`config.mk`:
```
export PLATFORM = sky130hd
export DESIGN_NAME = diff_command_stream_decoder_top_flat
export DESIGN_NICKNAME = d
export VERILOG_FILES = /design/src/rtl/core/dcsd_pkg.sv /design/src/rtl/core/dcsd_if.sv /design/src/rtl/core/dcsd_parser.sv /design/src/rtl/core/dcsd_queue.sv /design/src/rtl/core/diff_command_stream_decoder_top.sv /design/src/flat_wrapper.sv
export SDC_FILE = /design/constraint.sdc
export NUM_CORES = 1
export LEC_CHECK = 0
export BUFFER_PORTS_ARGS = -buffer_cell sky130_fd_sc_hd__buf_2
export CORE_ASPECT_RATIO = 0.6
export CORE_MARGIN = 2
export CORE_UTILIZATION = 50
export CTS_CLUSTER_SIZE = 28
export DETAILED_ROUTE_END_ITERATION = 8
export GPL_ROUTABILITY_DRIVEN = 0
export HOLD_SLACK_MARGIN = 0.03
export PLACE_DENSITY_LB_ADDON = 0.15
export RECOVER_POWER = 100
export SLEW_MARGIN = 20
export SYNTH_ARGS = -nofsm -noshare
export SYNTH_HDL_FRONTEND = slang
export SYNTH_SLANG_ARGS = --single-unit
```
`constraint.sdc`:
```
create_clock -name clk_i -period 24.2 [get_ports clk_i]
set_input_delay 6.05 -clock clk_i [delete_from_list [all_inputs] [get_ports clk_i]]
set_output_delay 6.05 -clock clk_i [all_outputs]
set_load 0.02 [all_outputs]
```
`src/rtl/core/dcsd_pkg.sv`:
```
// ----------------------------------------------------------------------------
// Diff command stream decoder package
// Shared types, character codes and result builders for the decoder.
// ----------------------------------------------------------------------------
package dcsd_pkg;

  localparam int CountWidth = 32;
  localparam int EffWidth   = (CountWidth < 32) ? CountWidth : 32;
  localparam int ProdWidth  = 36;
  localparam logic [ProdWidth-1:0] CountLim =
      (ProdWidth'(1) << EffWidth) - ProdWidth'(1);

  localparam int QueueDepth = 4;
  localparam int QueueIdxW  = $clog2(QueueDepth);
  localparam int QueueCntW  = $clog2(QueueDepth + 1);

  localparam logic [7:0] ChA     = 8'h41;
  localparam logic [7:0] ChC     = 8'h43;
  localparam logic [7:0] ChColon = 8'h3A;
  localparam logic [7:0] ChComma = 8'h2C;
  localparam logic [7:0] ChLf    = 8'h0A;
  localparam logic [7:0] ChCr    = 8'h0D;
  localparam logic [7:0] ChZero  = 8'h30;
  localparam logic [7:0] ChNine  = 8'h39;

  localparam logic [1:0] KindLiteral = 2'd0;
  localparam logic [1:0] KindCopy    = 2'd1;
  localparam logic [1:0] KindEnd     = 2'd2;

  typedef enum logic [2:0] {
    ModeIdle    = 3'd0,
    ModeALen    = 3'd1,
    ModeAData   = 3'd2,
    ModeCLen    = 3'd3,
    ModeCOff    = 3'd4,
    ModeDiscard = 3'd5
  } mode_e;

  typedef struct packed {
    logic [1:0]  result_kind;
    logic [7:0]  literal_byte;
    logic [31:0] copy_length;
    logic [31:0] copy_offset;
    logic        end_ok;
    logic        run_last;
  } res_t;

  typedef struct packed {
    logic [1:0] count;
    res_t       res1;
    res_t       res0;
  } push_t;

  function automatic logic [ProdWidth-1:0] times_ten_plus(logic [31:0] v, logic [3:0] d);
    logic [ProdWidth-1:0] w;
    w = {4'b0, v};
    return (w << 3) + (w << 1) + {32'b0, d};
  endfunction

  function automatic res_t mk_literal(logic [7:0] b);
    res_t r;
    r = '0;
    r.result_kind  = KindLiteral;
    r.literal_byte = b;
    return r;
  endfunction

  function automatic res_t mk_copy(logic [31:0] len, logic [31:0] off);
    res_t r;
    r = '0;
    r.result_kind = KindCopy;
    r.copy_length = len;
    r.copy_offset = off;
    return r;
  endfunction

  function automatic res_t mk_end(logic ok);
    res_t r;
    r = '0;
    r.result_kind = KindEnd;
    r.end_ok      = ok;
    return r;
  endfunction

endpackage

```
`src/rtl/core/dcsd_if.sv`:
```
// ----------------------------------------------------------------------------
// Diff command stream decoder channels
// Valid/ready channel interfaces for script bytes and decoded results.
// ----------------------------------------------------------------------------
interface dcsd_in_if;
  logic       valid;
  logic       ready;
  logic [7:0] script_byte;
  logic       final_byte;

  modport source (output valid, output script_byte, output final_byte, input ready);
  modport sink (input valid, input script_byte, input final_byte, output ready);
endinterface

interface dcsd_out_if;
  logic        valid;
  logic        ready;
  logic [1:0]  result_kind;
  logic [7:0]  literal_byte;
  logic [31:0] copy_length;
  logic [31:0] copy_offset;
  logic        end_ok;
  logic        run_last;

  modport source (output valid, output result_kind, output literal_byte, output copy_length,
                  output copy_offset, output end_ok, output run_last, input ready);
  modport sink (input valid, input result_kind, input literal_byte, input copy_length,
                input copy_offset, input end_ok, input run_last, output ready);
endinterface

```
`src/rtl/core/dcsd_parser.sv`:
```
// ----------------------------------------------------------------------------
// Diff command stream decoder parser
// Holds the parse state and turns one script byte into up to two results.
// ----------------------------------------------------------------------------
module dcsd_parser (
  input  logic                clk_i,
  input  logic                rst_ni,
  input  logic                step_i,
  input  logic [7:0]          byte_i,
  input  logic                final_i,
  output dcsd_pkg::push_t     push_o
);

  dcsd_pkg::mode_e mode_q, mode_d;
  logic [31:0] len_q, len_d;
  logic [31:0] off_q, off_d;

  logic                           dig;
  logic [3:0]                     dval;
  logic [dcsd_pkg::ProdWidth-1:0] len_next;
  logic [dcsd_pkg::ProdWidth-1:0] off_next;
  logic                           take_cmd;
  logic                           err;
  logic                           skip;
  logic [1:0]                     n;
  dcsd_pkg::res_t                 res [2];

  assign dig      = (byte_i >= dcsd_pkg::ChZero) && (byte_i <= dcsd_pkg::ChNine);
  assign dval     = 4'(byte_i - dcsd_pkg::ChZero);
  assign len_next = dcsd_pkg::times_ten_plus(len_q, dval);
  assign off_next = dcsd_pkg::times_ten_plus(off_q, dval);

  always_comb begin
    mode_d   = mode_q;
    len_d    = len_q;
    off_d    = off_q;
    take_cmd = 1'b0;
    err      = 1'b0;
    skip     = 1'b0;
    n        = 2'd0;
    res[0]   = '0;
    res[1]   = '0;

    case (mode_q)
      dcsd_pkg::ModeDiscard: begin
        skip = 1'b1;
        if (final_i) begin
          mode_d = dcsd_pkg::ModeIdle;
        end
      end
      dcsd_pkg::ModeALen: begin
        if (dig) begin
          if (len_next > dcsd_pkg::CountLim) err = 1'b1;
          else len_d = len_next[31:0];
        end else if (byte_i == dcsd_pkg::ChColon) begin
          mode_d = (len_q == '0) ? dcsd_pkg::ModeIdle : dcsd_pkg::ModeAData;
        end else begin
          err = 1'b1;
        end
      end
      dcsd_pkg::ModeAData: begin
        res[0] = dcsd_pkg::mk_literal(byte_i);
        n      = 2'd1;
        len_d  = len_q - 32'd1;
        if (len_q == 32'd1) begin
          mode_d = dcsd_pkg::ModeIdle;
        end
      end
      dcsd_pkg::ModeCLen: begin
        if (dig) begin
          if (len_next > dcsd_pkg::CountLim) err = 1'b1;
          else len_d = len_next[31:0];
        end else if (byte_i == dcsd_pkg::ChComma) begin
          off_d  = '0;
          mode_d = dcsd_pkg::ModeCOff;
        end else begin
          err = 1'b1;
        end
      end
      dcsd_pkg::ModeCOff: begin
        if (dig) begin
          if (off_next > dcsd_pkg::CountLim) err = 1'b1;
          else off_d = off_next[31:0];
        end else begin
          res[0]   = dcsd_pkg::mk_copy(len_q, off_q);
          n        = 2'd1;
          mode_d   = dcsd_pkg::ModeIdle;
          take_cmd = 1'b1;
        end
      end
      default: begin
        mode_d   = dcsd_pkg::ModeIdle;
        take_cmd = 1'b1;
      end
    endcase

    if (take_cmd) begin
      if (byte_i == dcsd_pkg::ChA) begin
        len_d  = '0;
        mode_d = dcsd_pkg::ModeALen;
      end else if (byte_i == dcsd_pkg::ChC) begin
        len_d  = '0;
        off_d  = '0;
        mode_d = dcsd_pkg::ModeCLen;
      end else if (byte_i != dcsd_pkg::ChLf && byte_i != dcsd_pkg::ChCr) begin
        err = 1'b1;
      end
    end

    if (!skip) begin
      if (err) begin
        res[n[0]] = dcsd_pkg::mk_end(1'b0);
        n         = n + 2'd1;
        mode_d    = final_i ? dcsd_pkg::ModeIdle : dcsd_pkg::ModeDiscard;
        len_d     = '0;
        off_d     = '0;
      end else if (final_i) begin
        if (mode_d == dcsd_pkg::ModeCOff) begin
          res[0] = dcsd_pkg::mk_copy(len_d, off_d);
          res[1] = dcsd_pkg::mk_end(1'b1);
          n      = 2'd2;
        end else begin
          res[n[0]] = dcsd_pkg::mk_end(mode_d == dcsd_pkg::ModeIdle);
          n         = n + 2'd1;
        end
        mode_d = dcsd_pkg::ModeIdle;
        len_d  = '0;
        off_d  = '0;
      end
    end

    if (n == 2'd1) res[0].run_last = 1'b1;
    if (n == 2'd2) res[1].run_last = 1'b1;
  end

  assign push_o.count = step_i ? n : 2'd0;
  assign push_o.res0  = res[0];
  assign push_o.res1  = res[1];

  always_ff @(posedge clk_i or negedge rst_ni) begin
    if (!rst_ni) begin
      mode_q <= dcsd_pkg::ModeIdle;
      len_q  <= '0;
      off_q  <= '0;
    end else if (step_i) begin
      mode_q <= mode_d;
      len_q  <= len_d;
      off_q  <= off_d;
    end
  end

endmodule

```
`src/rtl/core/dcsd_queue.sv`:
```
// ----------------------------------------------------------------------------
// Diff command stream decoder result queue
// Small register queue taking up to two results per cycle, giving one.
// ----------------------------------------------------------------------------
module dcsd_queue (
  input  logic             clk_i,
  input  logic             rst_ni,
  input  dcsd_pkg::push_t  push_i,
  output logic             room_o,
  output logic             valid_o,
  input  logic             ready_i,
  output dcsd_pkg::res_t   res_o
);

  dcsd_pkg::res_t mem_q [dcsd_pkg::QueueDepth];

  logic [dcsd_pkg::QueueIdxW-1:0] head_q, head_d;
  logic [dcsd_pkg::QueueIdxW-1:0] tail_q, tail_d;
  logic [dcsd_pkg::QueueIdxW-1:0] tail_nx;
  logic [dcsd_pkg::QueueCntW-1:0] count_q, count_d;
  logic                           pop;

  assign valid_o = (count_q != '0);
  assign pop     = valid_o && ready_i;
  assign res_o   = mem_q[head_q];
  assign room_o  = (count_q <= dcsd_pkg::QueueCntW'(dcsd_pkg::QueueDepth - 2));
  assign tail_nx = tail_q + dcsd_pkg::QueueIdxW'(1);

  always_comb begin
    head_d  = pop ? head_q + dcsd_pkg::QueueIdxW'(1) : head_q;
    tail_d  = tail_q + dcsd_pkg::QueueIdxW'(push_i.count);
    count_d = count_q + dcsd_pkg::QueueCntW'(push_i.count) - dcsd_pkg::QueueCntW'(pop);
  end

  always_ff @(posedge clk_i) begin
    if (push_i.count != 2'd0) begin
      mem_q[tail_q] <= push_i.res0;
    end
    if (push_i.count == 2'd2) begin
      mem_q[tail_nx] <= push_i.res1;
    end
  end

  always_ff @(posedge clk_i or negedge rst_ni) begin
    if (!rst_ni) begin
      head_q  <= '0;
      tail_q  <= '0;
      count_q <= '0;
    end else begin
      head_q  <= head_d;
      tail_q  <= tail_d;
      count_q <= count_d;
    end
  end

  assert property (@(posedge clk_i) disable iff (!rst_ni)
    count_q <= dcsd_pkg::QueueCntW'(dcsd_pkg::QueueDepth))
    else $error("Result queue count exceeds its depth.");

  assert property (@(posedge clk_i) disable iff (!rst_ni)
    (push_i.count != 2'd0) |-> room_o)
    else $error("Results pushed while the queue lacks room.");

  assert property (@(posedge clk_i) disable iff (!rst_ni)
    (push_i.count != 2'd0) |=> valid_o)
    else $error("Queue empty right after a push.");

  assert property (@(posedge clk_i) disable iff (!rst_ni)
    (count_q == '0) |-> (head_q == tail_q))
    else $error("Empty queue with head and tail apart.");

endmodule

```
`src/rtl/core/diff_command_stream_decoder_top.sv`:
```
// ----------------------------------------------------------------------------
// Diff command stream decoder top level
// A transferred byte is registered; the parser then writes its results into the result queue, which offers them.
// Throughput: one byte per cycle while the result queue has room; results leave the queue one at a time.
// The parser runs once the result queue has room for two entries.
// Reset: asynchronous and active low; the parser returns to idle and queues empty.
// ----------------------------------------------------------------------------
module diff_command_stream_decoder_top (
  input  logic  clk_i,
  input  logic  rst_ni,
  dcsd_in_if.sink    in_i,
  dcsd_out_if.source out_o
);

  logic             vld_q;
  logic [7:0]       byte_q;
  logic             fin_q;
  logic             room;
  logic             step;
  dcsd_pkg::push_t  push;
  dcsd_pkg::res_t   res;

  assign step     = vld_q && room;
  assign in_i.ready = !vld_q || room;

  always_ff @(posedge clk_i or negedge rst_ni) begin
    if (!rst_ni) begin
      vld_q <= 1'b0;
    end else if (in_i.ready) begin
      vld_q <= in_i.valid;
    end
  end

  always_ff @(posedge clk_i) begin
    if (in_i.valid && in_i.ready) begin
      byte_q <= in_i.script_byte;
      fin_q  <= in_i.final_byte;
    end
  end

  dcsd_parser u_parser (
    .clk_i   (clk_i),
    .rst_ni  (rst_ni),
    .step_i  (step),
    .byte_i  (byte_q),
    .final_i (fin_q),
    .push_o  (push)
  );

  dcsd_queue u_queue (
    .clk_i   (clk_i),
    .rst_ni  (rst_ni),
    .push_i  (push),
    .room_o  (room),
    .valid_o (out_o.valid),
    .ready_i (out_o.ready),
    .res_o   (res)
  );

  assign out_o.result_kind  = res.result_kind;
  assign out_o.literal_byte = res.literal_byte;
  assign out_o.copy_length  = res.copy_length;
  assign out_o.copy_offset  = res.copy_offset;
  assign out_o.end_ok       = res.end_ok;
  assign out_o.run_last     = res.run_last;

endmodule

```
`src/flat_wrapper.sv`:
```
// flat-port wrapper written by rule: the top's interface ports become plain ports
module diff_command_stream_decoder_top_flat 
  (clk_i, rst_ni, in_i_valid, in_i_script_byte, in_i_final_byte, in_i_ready, out_o_valid, out_o_result_kind, out_o_literal_byte, out_o_copy_length, out_o_copy_offset, out_o_end_ok, out_o_run_last, out_o_ready);
  dcsd_in_if in_i_i ();
  dcsd_out_if out_o_i ();
  input  logic clk_i;
  input  logic rst_ni;
  input wire logic [$bits(in_i_i.valid)-1:0] in_i_valid;
  input wire logic [$bits(in_i_i.script_byte)-1:0] in_i_script_byte;
  input wire logic [$bits(in_i_i.final_byte)-1:0] in_i_final_byte;
  output wire logic [$bits(in_i_i.ready)-1:0] in_i_ready;
  output wire logic [$bits(out_o_i.valid)-1:0] out_o_valid;
  output wire logic [$bits(out_o_i.result_kind)-1:0] out_o_result_kind;
  output wire logic [$bits(out_o_i.literal_byte)-1:0] out_o_literal_byte;
  output wire logic [$bits(out_o_i.copy_length)-1:0] out_o_copy_length;
  output wire logic [$bits(out_o_i.copy_offset)-1:0] out_o_copy_offset;
  output wire logic [$bits(out_o_i.end_ok)-1:0] out_o_end_ok;
  output wire logic [$bits(out_o_i.run_last)-1:0] out_o_run_last;
  input wire logic [$bits(out_o_i.ready)-1:0] out_o_ready;
  assign in_i_i.valid = in_i_valid;
  assign in_i_i.script_byte = in_i_script_byte;
  assign in_i_i.final_byte = in_i_final_byte;
  assign in_i_ready = in_i_i.ready;
  assign out_o_valid = out_o_i.valid;
  assign out_o_result_kind = out_o_i.result_kind;
  assign out_o_literal_byte = out_o_i.literal_byte;
  assign out_o_copy_length = out_o_i.copy_length;
  assign out_o_copy_offset = out_o_i.copy_offset;
  assign out_o_end_ok = out_o_i.end_ok;
  assign out_o_run_last = out_o_i.run_last;
  assign out_o_i.ready = out_o_ready;
  diff_command_stream_decoder_top u_core (.clk_i(clk_i), .rst_ni(rst_ni), .in_i(in_i_i), .out_o(out_o_i));
endmodule
```
==> impl_results.rst <==
.. list-table::
   :header-rows: 1

   * - Metric
     - Value
   * - Failing checks
     - max-capacitance violations, max-slew violations
   * - Average routed wire per standard cell
     - approximately 26 µm
   * - Count of cells resized by post-cts repair
     - 0
   * - Total GRT Usage
     - approximately 29%
   * - Via density
     - 6.52
   * - Clock sink count
     - 388
   * - Router iterations before antenna repair
     - 6
   * - Hold Fails Final Rpt
     - 0
   * - Warnings from Yosys
     - 0
   * - Global-route wire length before repair
     - 101000 µm
   * - Synth Area per Inst
     - approximately 11 µm²
   * - # hold bufs at CTS
     - 0
   * - Top Ports
     - 91
   * - Fraction of the yosys area taken by sequential cells
     - 50.8%
   * - Htree depth
     - 2
   * - Clock buffer depth
     - 3
   * - Global route overflow
     - 0
   * - Non-Filler Cell Area, Final
     - approximately 0.024 mm²
   * - Worst Path Max Fanout
     - 40
   * - Clock slew at the register clock pins of the worst setup and hold paths
     - 0.08 ns
   * - Cell occurring most often along the worst timing path
     - sky130_fd_sc_hd__clkbuf_1
   * - Vertical die dimension
     - about 170 µm
   * - CP Capture Type
     - output pin
   * - Vias in the first global route
     - about 16000
   * - Post-Syn Area
     - roughly 0.022 mm²
   * - Total power per unit cell area
     - between 100 and 150 mW/mm²
   * - Unrepaired setup endpoints after global routing
     - false
   * - Total of max-cap violations
     - 22
   * - Worst voltage drop across the vdd grid
     - ~55 µV
   * - Post-layout nets
     - between 2000 and 2500
   * - Clock tree from TritonCTS
     - done
   * - Number of core rows
     - 59
   * - Count of antenna diodes in the layout
     - 0
   * - Number of antenna violations at the first check in global routing
     - 0
   * - Setup skew after layout
     - between 0.03 and 0.04 ns
   * - Outcome
     - finished, violations left
   * - Compound-cell area share of the yosys netlist
     - around 15%
   * - FMAX
     - about 0.083 GHz
   * - Relative slew slack
     - -211%
   * - Routed vias
     - 16800
   * - Number of flops mapped to enable cells by yosys
     - between 300 and 400
   * - CP required
     - between 15 and 20 ns
   * - Largest family of logic cells by synthesized area
     - compound AO/OA/AOI/OAI gates
   * - Post-placement cell count
     - roughly 2500
   * - Top-area cell type share of the netlist area
     - between 40% and 50%
   * - Final count of negative-setup-slack endpoints
     - 0
   * - Unique cell type count in the Yosys netlist
     - 90
   * - Starting utilization of the core area
     - roughly half
   * - Cell type contributing the most total cell area after synthesis
     - sky130_fd_sc_hd__edfxtp_1
   * - Classification of the worst setup path
     - reg -> out
   * - Setup slack of the worst register-to-register path
     - between 10 and 15 ns
   * - Number of cells in the finished layout apart from fillers
     - between 2000 and 3000
   * - Mux contribution to synthesized area
     - under 10%
   * - Worst Setup Start Kind
     - flop
   * - Post-synthesis adder-cell area fraction
     - between 7 and 8%
   * - Dpl hpwl
     - between 40000 and 50000 µm
   * - Top cell family by delay on the critical path
     - buffers and inverters
   * - Final Max Tran Viols
     - around 860
   * - CP Data Arrival Time
     - 6.02 ns
   * - FF+latch count, synth
     - 388
   * - Synth Instances
     - approximately 1900
   * - Area grow syn2layout
     - 8.48%
   * - Cell Chain, Critical Path
     - clkbuf_1 > mux4_2 > clkbuf_1
   * - TritonCTS Buffers
     - 40
   * - CORE AREA
     - ~0.044 mm²
   * - Cell area after placement
     - about 0.023 mm²
   * - Final worst path period need
     - 12.07 ns
   * - Overall routed net length
     - 66800 µm
   * - Quantity of I/O buffers inserted on ports
     - 90
   * - Final clock period utilization by the worst path
     - approximately 50%
   * - Die boundary width
     - around 280 µm
   * - XOR/XNOR share of the synthesized area
     - 2.64%
   * - Synth Area in Simple Gates
     - between 10 and 15%
   * - Leakage power figure
     - around 0.0098 µW
   * - Primary FF master, synth
     - sky130_fd_sc_hd__edfxtp_1
   * - Clock latency reported for the late side of the worst-skew pair
     - 0.57 ns
   * - Number of nets still failing antenna checks after routing
     - 0
   * - Slew @ Worst Pin
     - approximately 4.6 ns
   * - Largest cells by area after synthesis
     - sky130_fd_sc_hd__edfxtp_1, sky130_fd_sc_hd__dfrtp_1, sky130_fd_sc_hd__mux4_2
   * - Post-route DRC violation count
     - 0
   * - Iter 0 DRT Violations
     - between 2000 and 3000
   * - Number of buffers and inverters on the critical path
     - 2
   * - FFs w/ async S/R, synth
     - between 15 and 20%
   * - Worst min-delay path category
     - reg -> reg
   * - Maximum number of pins on one net before global-route repair
     - 66
   * - Clock tree root driver cell
     - sky130_fd_sc_hd__clkbuf_16
   * - Maximum cell stage delay along the critical path
     - about 2.4 ns
   * - Number of nets produced by synthesis
     - between 2000 and 2500
   * - Area of the die
     - 0.0462 mm²
   * - Layout cell share with drive strength beyond 1
     - 8.49%
   * - Cell with the biggest individual delay on the critical path
     - sky130_fd_sc_hd__clkbuf_1
   * - Sum Neg Setup Slack
     - 0 ns
   * - Post-CTS Setup Inserts
     - 0
## cells by family (layout without fill, tap and decap cells)
| logic type | after synthesis | in the layout |
|---|---|---|
| compound gates | 477 | 477 |
| xor+xnor | 67 | 67 |
| fa+ha+maj | 137 | 137 |
| buf+inv | 150 | 219 |
| flops | 388 | 388 |
| mux | 84 | 84 |
| simple gates | 631 | 631 |
## through the flow
| step | hold slack, ns | setup WS [ns] | util [%] | total power, µW |
|---|---|---|---|---|
| CTS | 0.500 | 14.85 | 56.1 | 2500 |
| global placement | 0.483 | 15.53 | 52.9 | 1840 |
| finish | 0.513 | 12.13 | 55.3 | 2490 |
| detailed placement | 0.487 | 15.47 | 52.9 | 1850 |
| floorplan | 0.460 | 14.55 | - | 1570 |
| global route | 0.542 | 11.25 | 55.3 | 2600 |
## area by class of cell
class,count,area (µm²)
clock buffer,52,1100
clock inverter,22,285
fill,3752,19500
inverter,33,124
multi-input combinational,1396,10100
sequential,388,11300
tap,579,724
timing repair buffer,112,454
## metal layers
metal	wire length, µm	track usage, %
met1	32900	49.3
met4	905	4.68
met3	8350	8.13
met2	24700	35.6
met5	0	0
## synthesized netlist by cell type (all sizes together) (10+ instances only)
| cell type | instances |
|---|---|
| nor4 | 11 |
| o31ai | 11 |
| edfxtp | 313 |
| ha | 132 |
| a22oi | 40 |
| or3 | 11 |
| dfrtp | 75 |
| nor2 | 296 |
| and2 | 15 |
| nor2b | 10 |
| nand2 | 158 |
| inv | 33 |
| o211ai | 17 |
| a21o | 27 |
| a22o | 46 |
| mux4 | 76 |
| clkbuf | 60 |
| nor3 | 33 |
| nand3 | 33 |
| xor2 | 30 |
| nand2b | 12 |
| xnor2 | 37 |
| a211oi | 13 |
| buf | 57 |
| o21ai | 81 |
| a31oi | 18 |
| nand4 | 22 |
| a21oi | 142 |
## flip-flops by register name, indices dropped and copies added (netlist names), 2 cells and up
| name | cells |
|---|---|
| u_core.u_queue.mem_q | 304 |
| u_core.byte_q | 8 |
| u_core.u_parser.off_q | 32 |
| u_core.u_queue.head_q | 2 |
| u_core.u_parser.mode_q | 3 |
| u_core.u_queue.tail_q | 2 |
| u_core.u_queue.count_q | 3 |
| u_core.u_parser.len_q | 32 |
## cells in the final DEF, fill, tap and decap left out, types with 6 or more instances in the layout
cell type                   count
sky130_fd_sc_hd__a31oi_1       18
sky130_fd_sc_hd__nand3_1       32
sky130_fd_sc_hd__clkbuf_16     41
sky130_fd_sc_hd__buf_2          9
sky130_fd_sc_hd__nor2b_1       10
sky130_fd_sc_hd__mux4_2        76
sky130_fd_sc_hd__ha_1         132
sky130_fd_sc_hd__mux2i_1        8
sky130_fd_sc_hd__a22o_1        46
sky130_fd_sc_hd__nand4_1       22
sky130_fd_sc_hd__inv_1         32
sky130_fd_sc_hd__nand2b_1      12
sky130_fd_sc_hd__buf_4          6
sky130_fd_sc_hd__nor4_1        10
sky130_fd_sc_hd__and2_0         8
sky130_fd_sc_hd__o21bai_1       8
sky130_fd_sc_hd__nand2_1      158
sky130_fd_sc_hd__o21ai_0       77
sky130_fd_sc_hd__edfxtp_1     313
sky130_fd_sc_hd__clkbuf_1     105
sky130_fd_sc_hd__o31ai_1       11
sky130_fd_sc_hd__or3_1         11
sky130_fd_sc_hd__a22oi_1       39
sky130_fd_sc_hd__a21o_1        27
sky130_fd_sc_hd__a211oi_1      13
sky130_fd_sc_hd__a21oi_1      140
sky130_fd_sc_hd__xor2_1        30
sky130_fd_sc_hd__and2_1         7
sky130_fd_sc_hd__dfrtp_1       75
sky130_fd_sc_hd__nor3b_1        7
sky130_fd_sc_hd__nor2_1       296
sky130_fd_sc_hd__a21boi_0       7
sky130_fd_sc_hd__o211ai_1      17
sky130_fd_sc_hd__o2bb2a_1       6
sky130_fd_sc_hd__nor3_1        31
sky130_fd_sc_hd__and3_1         8
sky130_fd_sc_hd__xnor2_1       37
sky130_fd_sc_hd__o21a_1         8
## power by group
| part | leakage [µW] | switching, µW | internal (µW) |
|---|---|---|---|
| logic | 0.00523 | 543 | 282 |
| clock network | 0.000664 | 273 | 378 |
| registers | 0.00393 | 104 | 910 |
| total | 0.00982 | 920 | 1570 |
## worst paths after layout
check / start / end / cells past startpoint
setup / recovery: u_core.u_queue.head_q[0] / out_o_copy_offset[10] / 3
hold / removal: u_core.u_queue.count_q[2] / u_core.u_queue.count_q[2] / 1
setup reg to reg: u_core.byte_q[3] / u_core.u_queue.mem_q[2][9] / 16
hold reg to reg: u_core.u_queue.count_q[2] / u_core.u_queue.count_q[2] / 1
max in group asynchronous: rst_ni / u_core.u_parser.len_q[10] / 2
min in group asynchronous: rst_ni / u_core.u_parser.off_q[26] / 1
(Power assumes the default switching activity.)
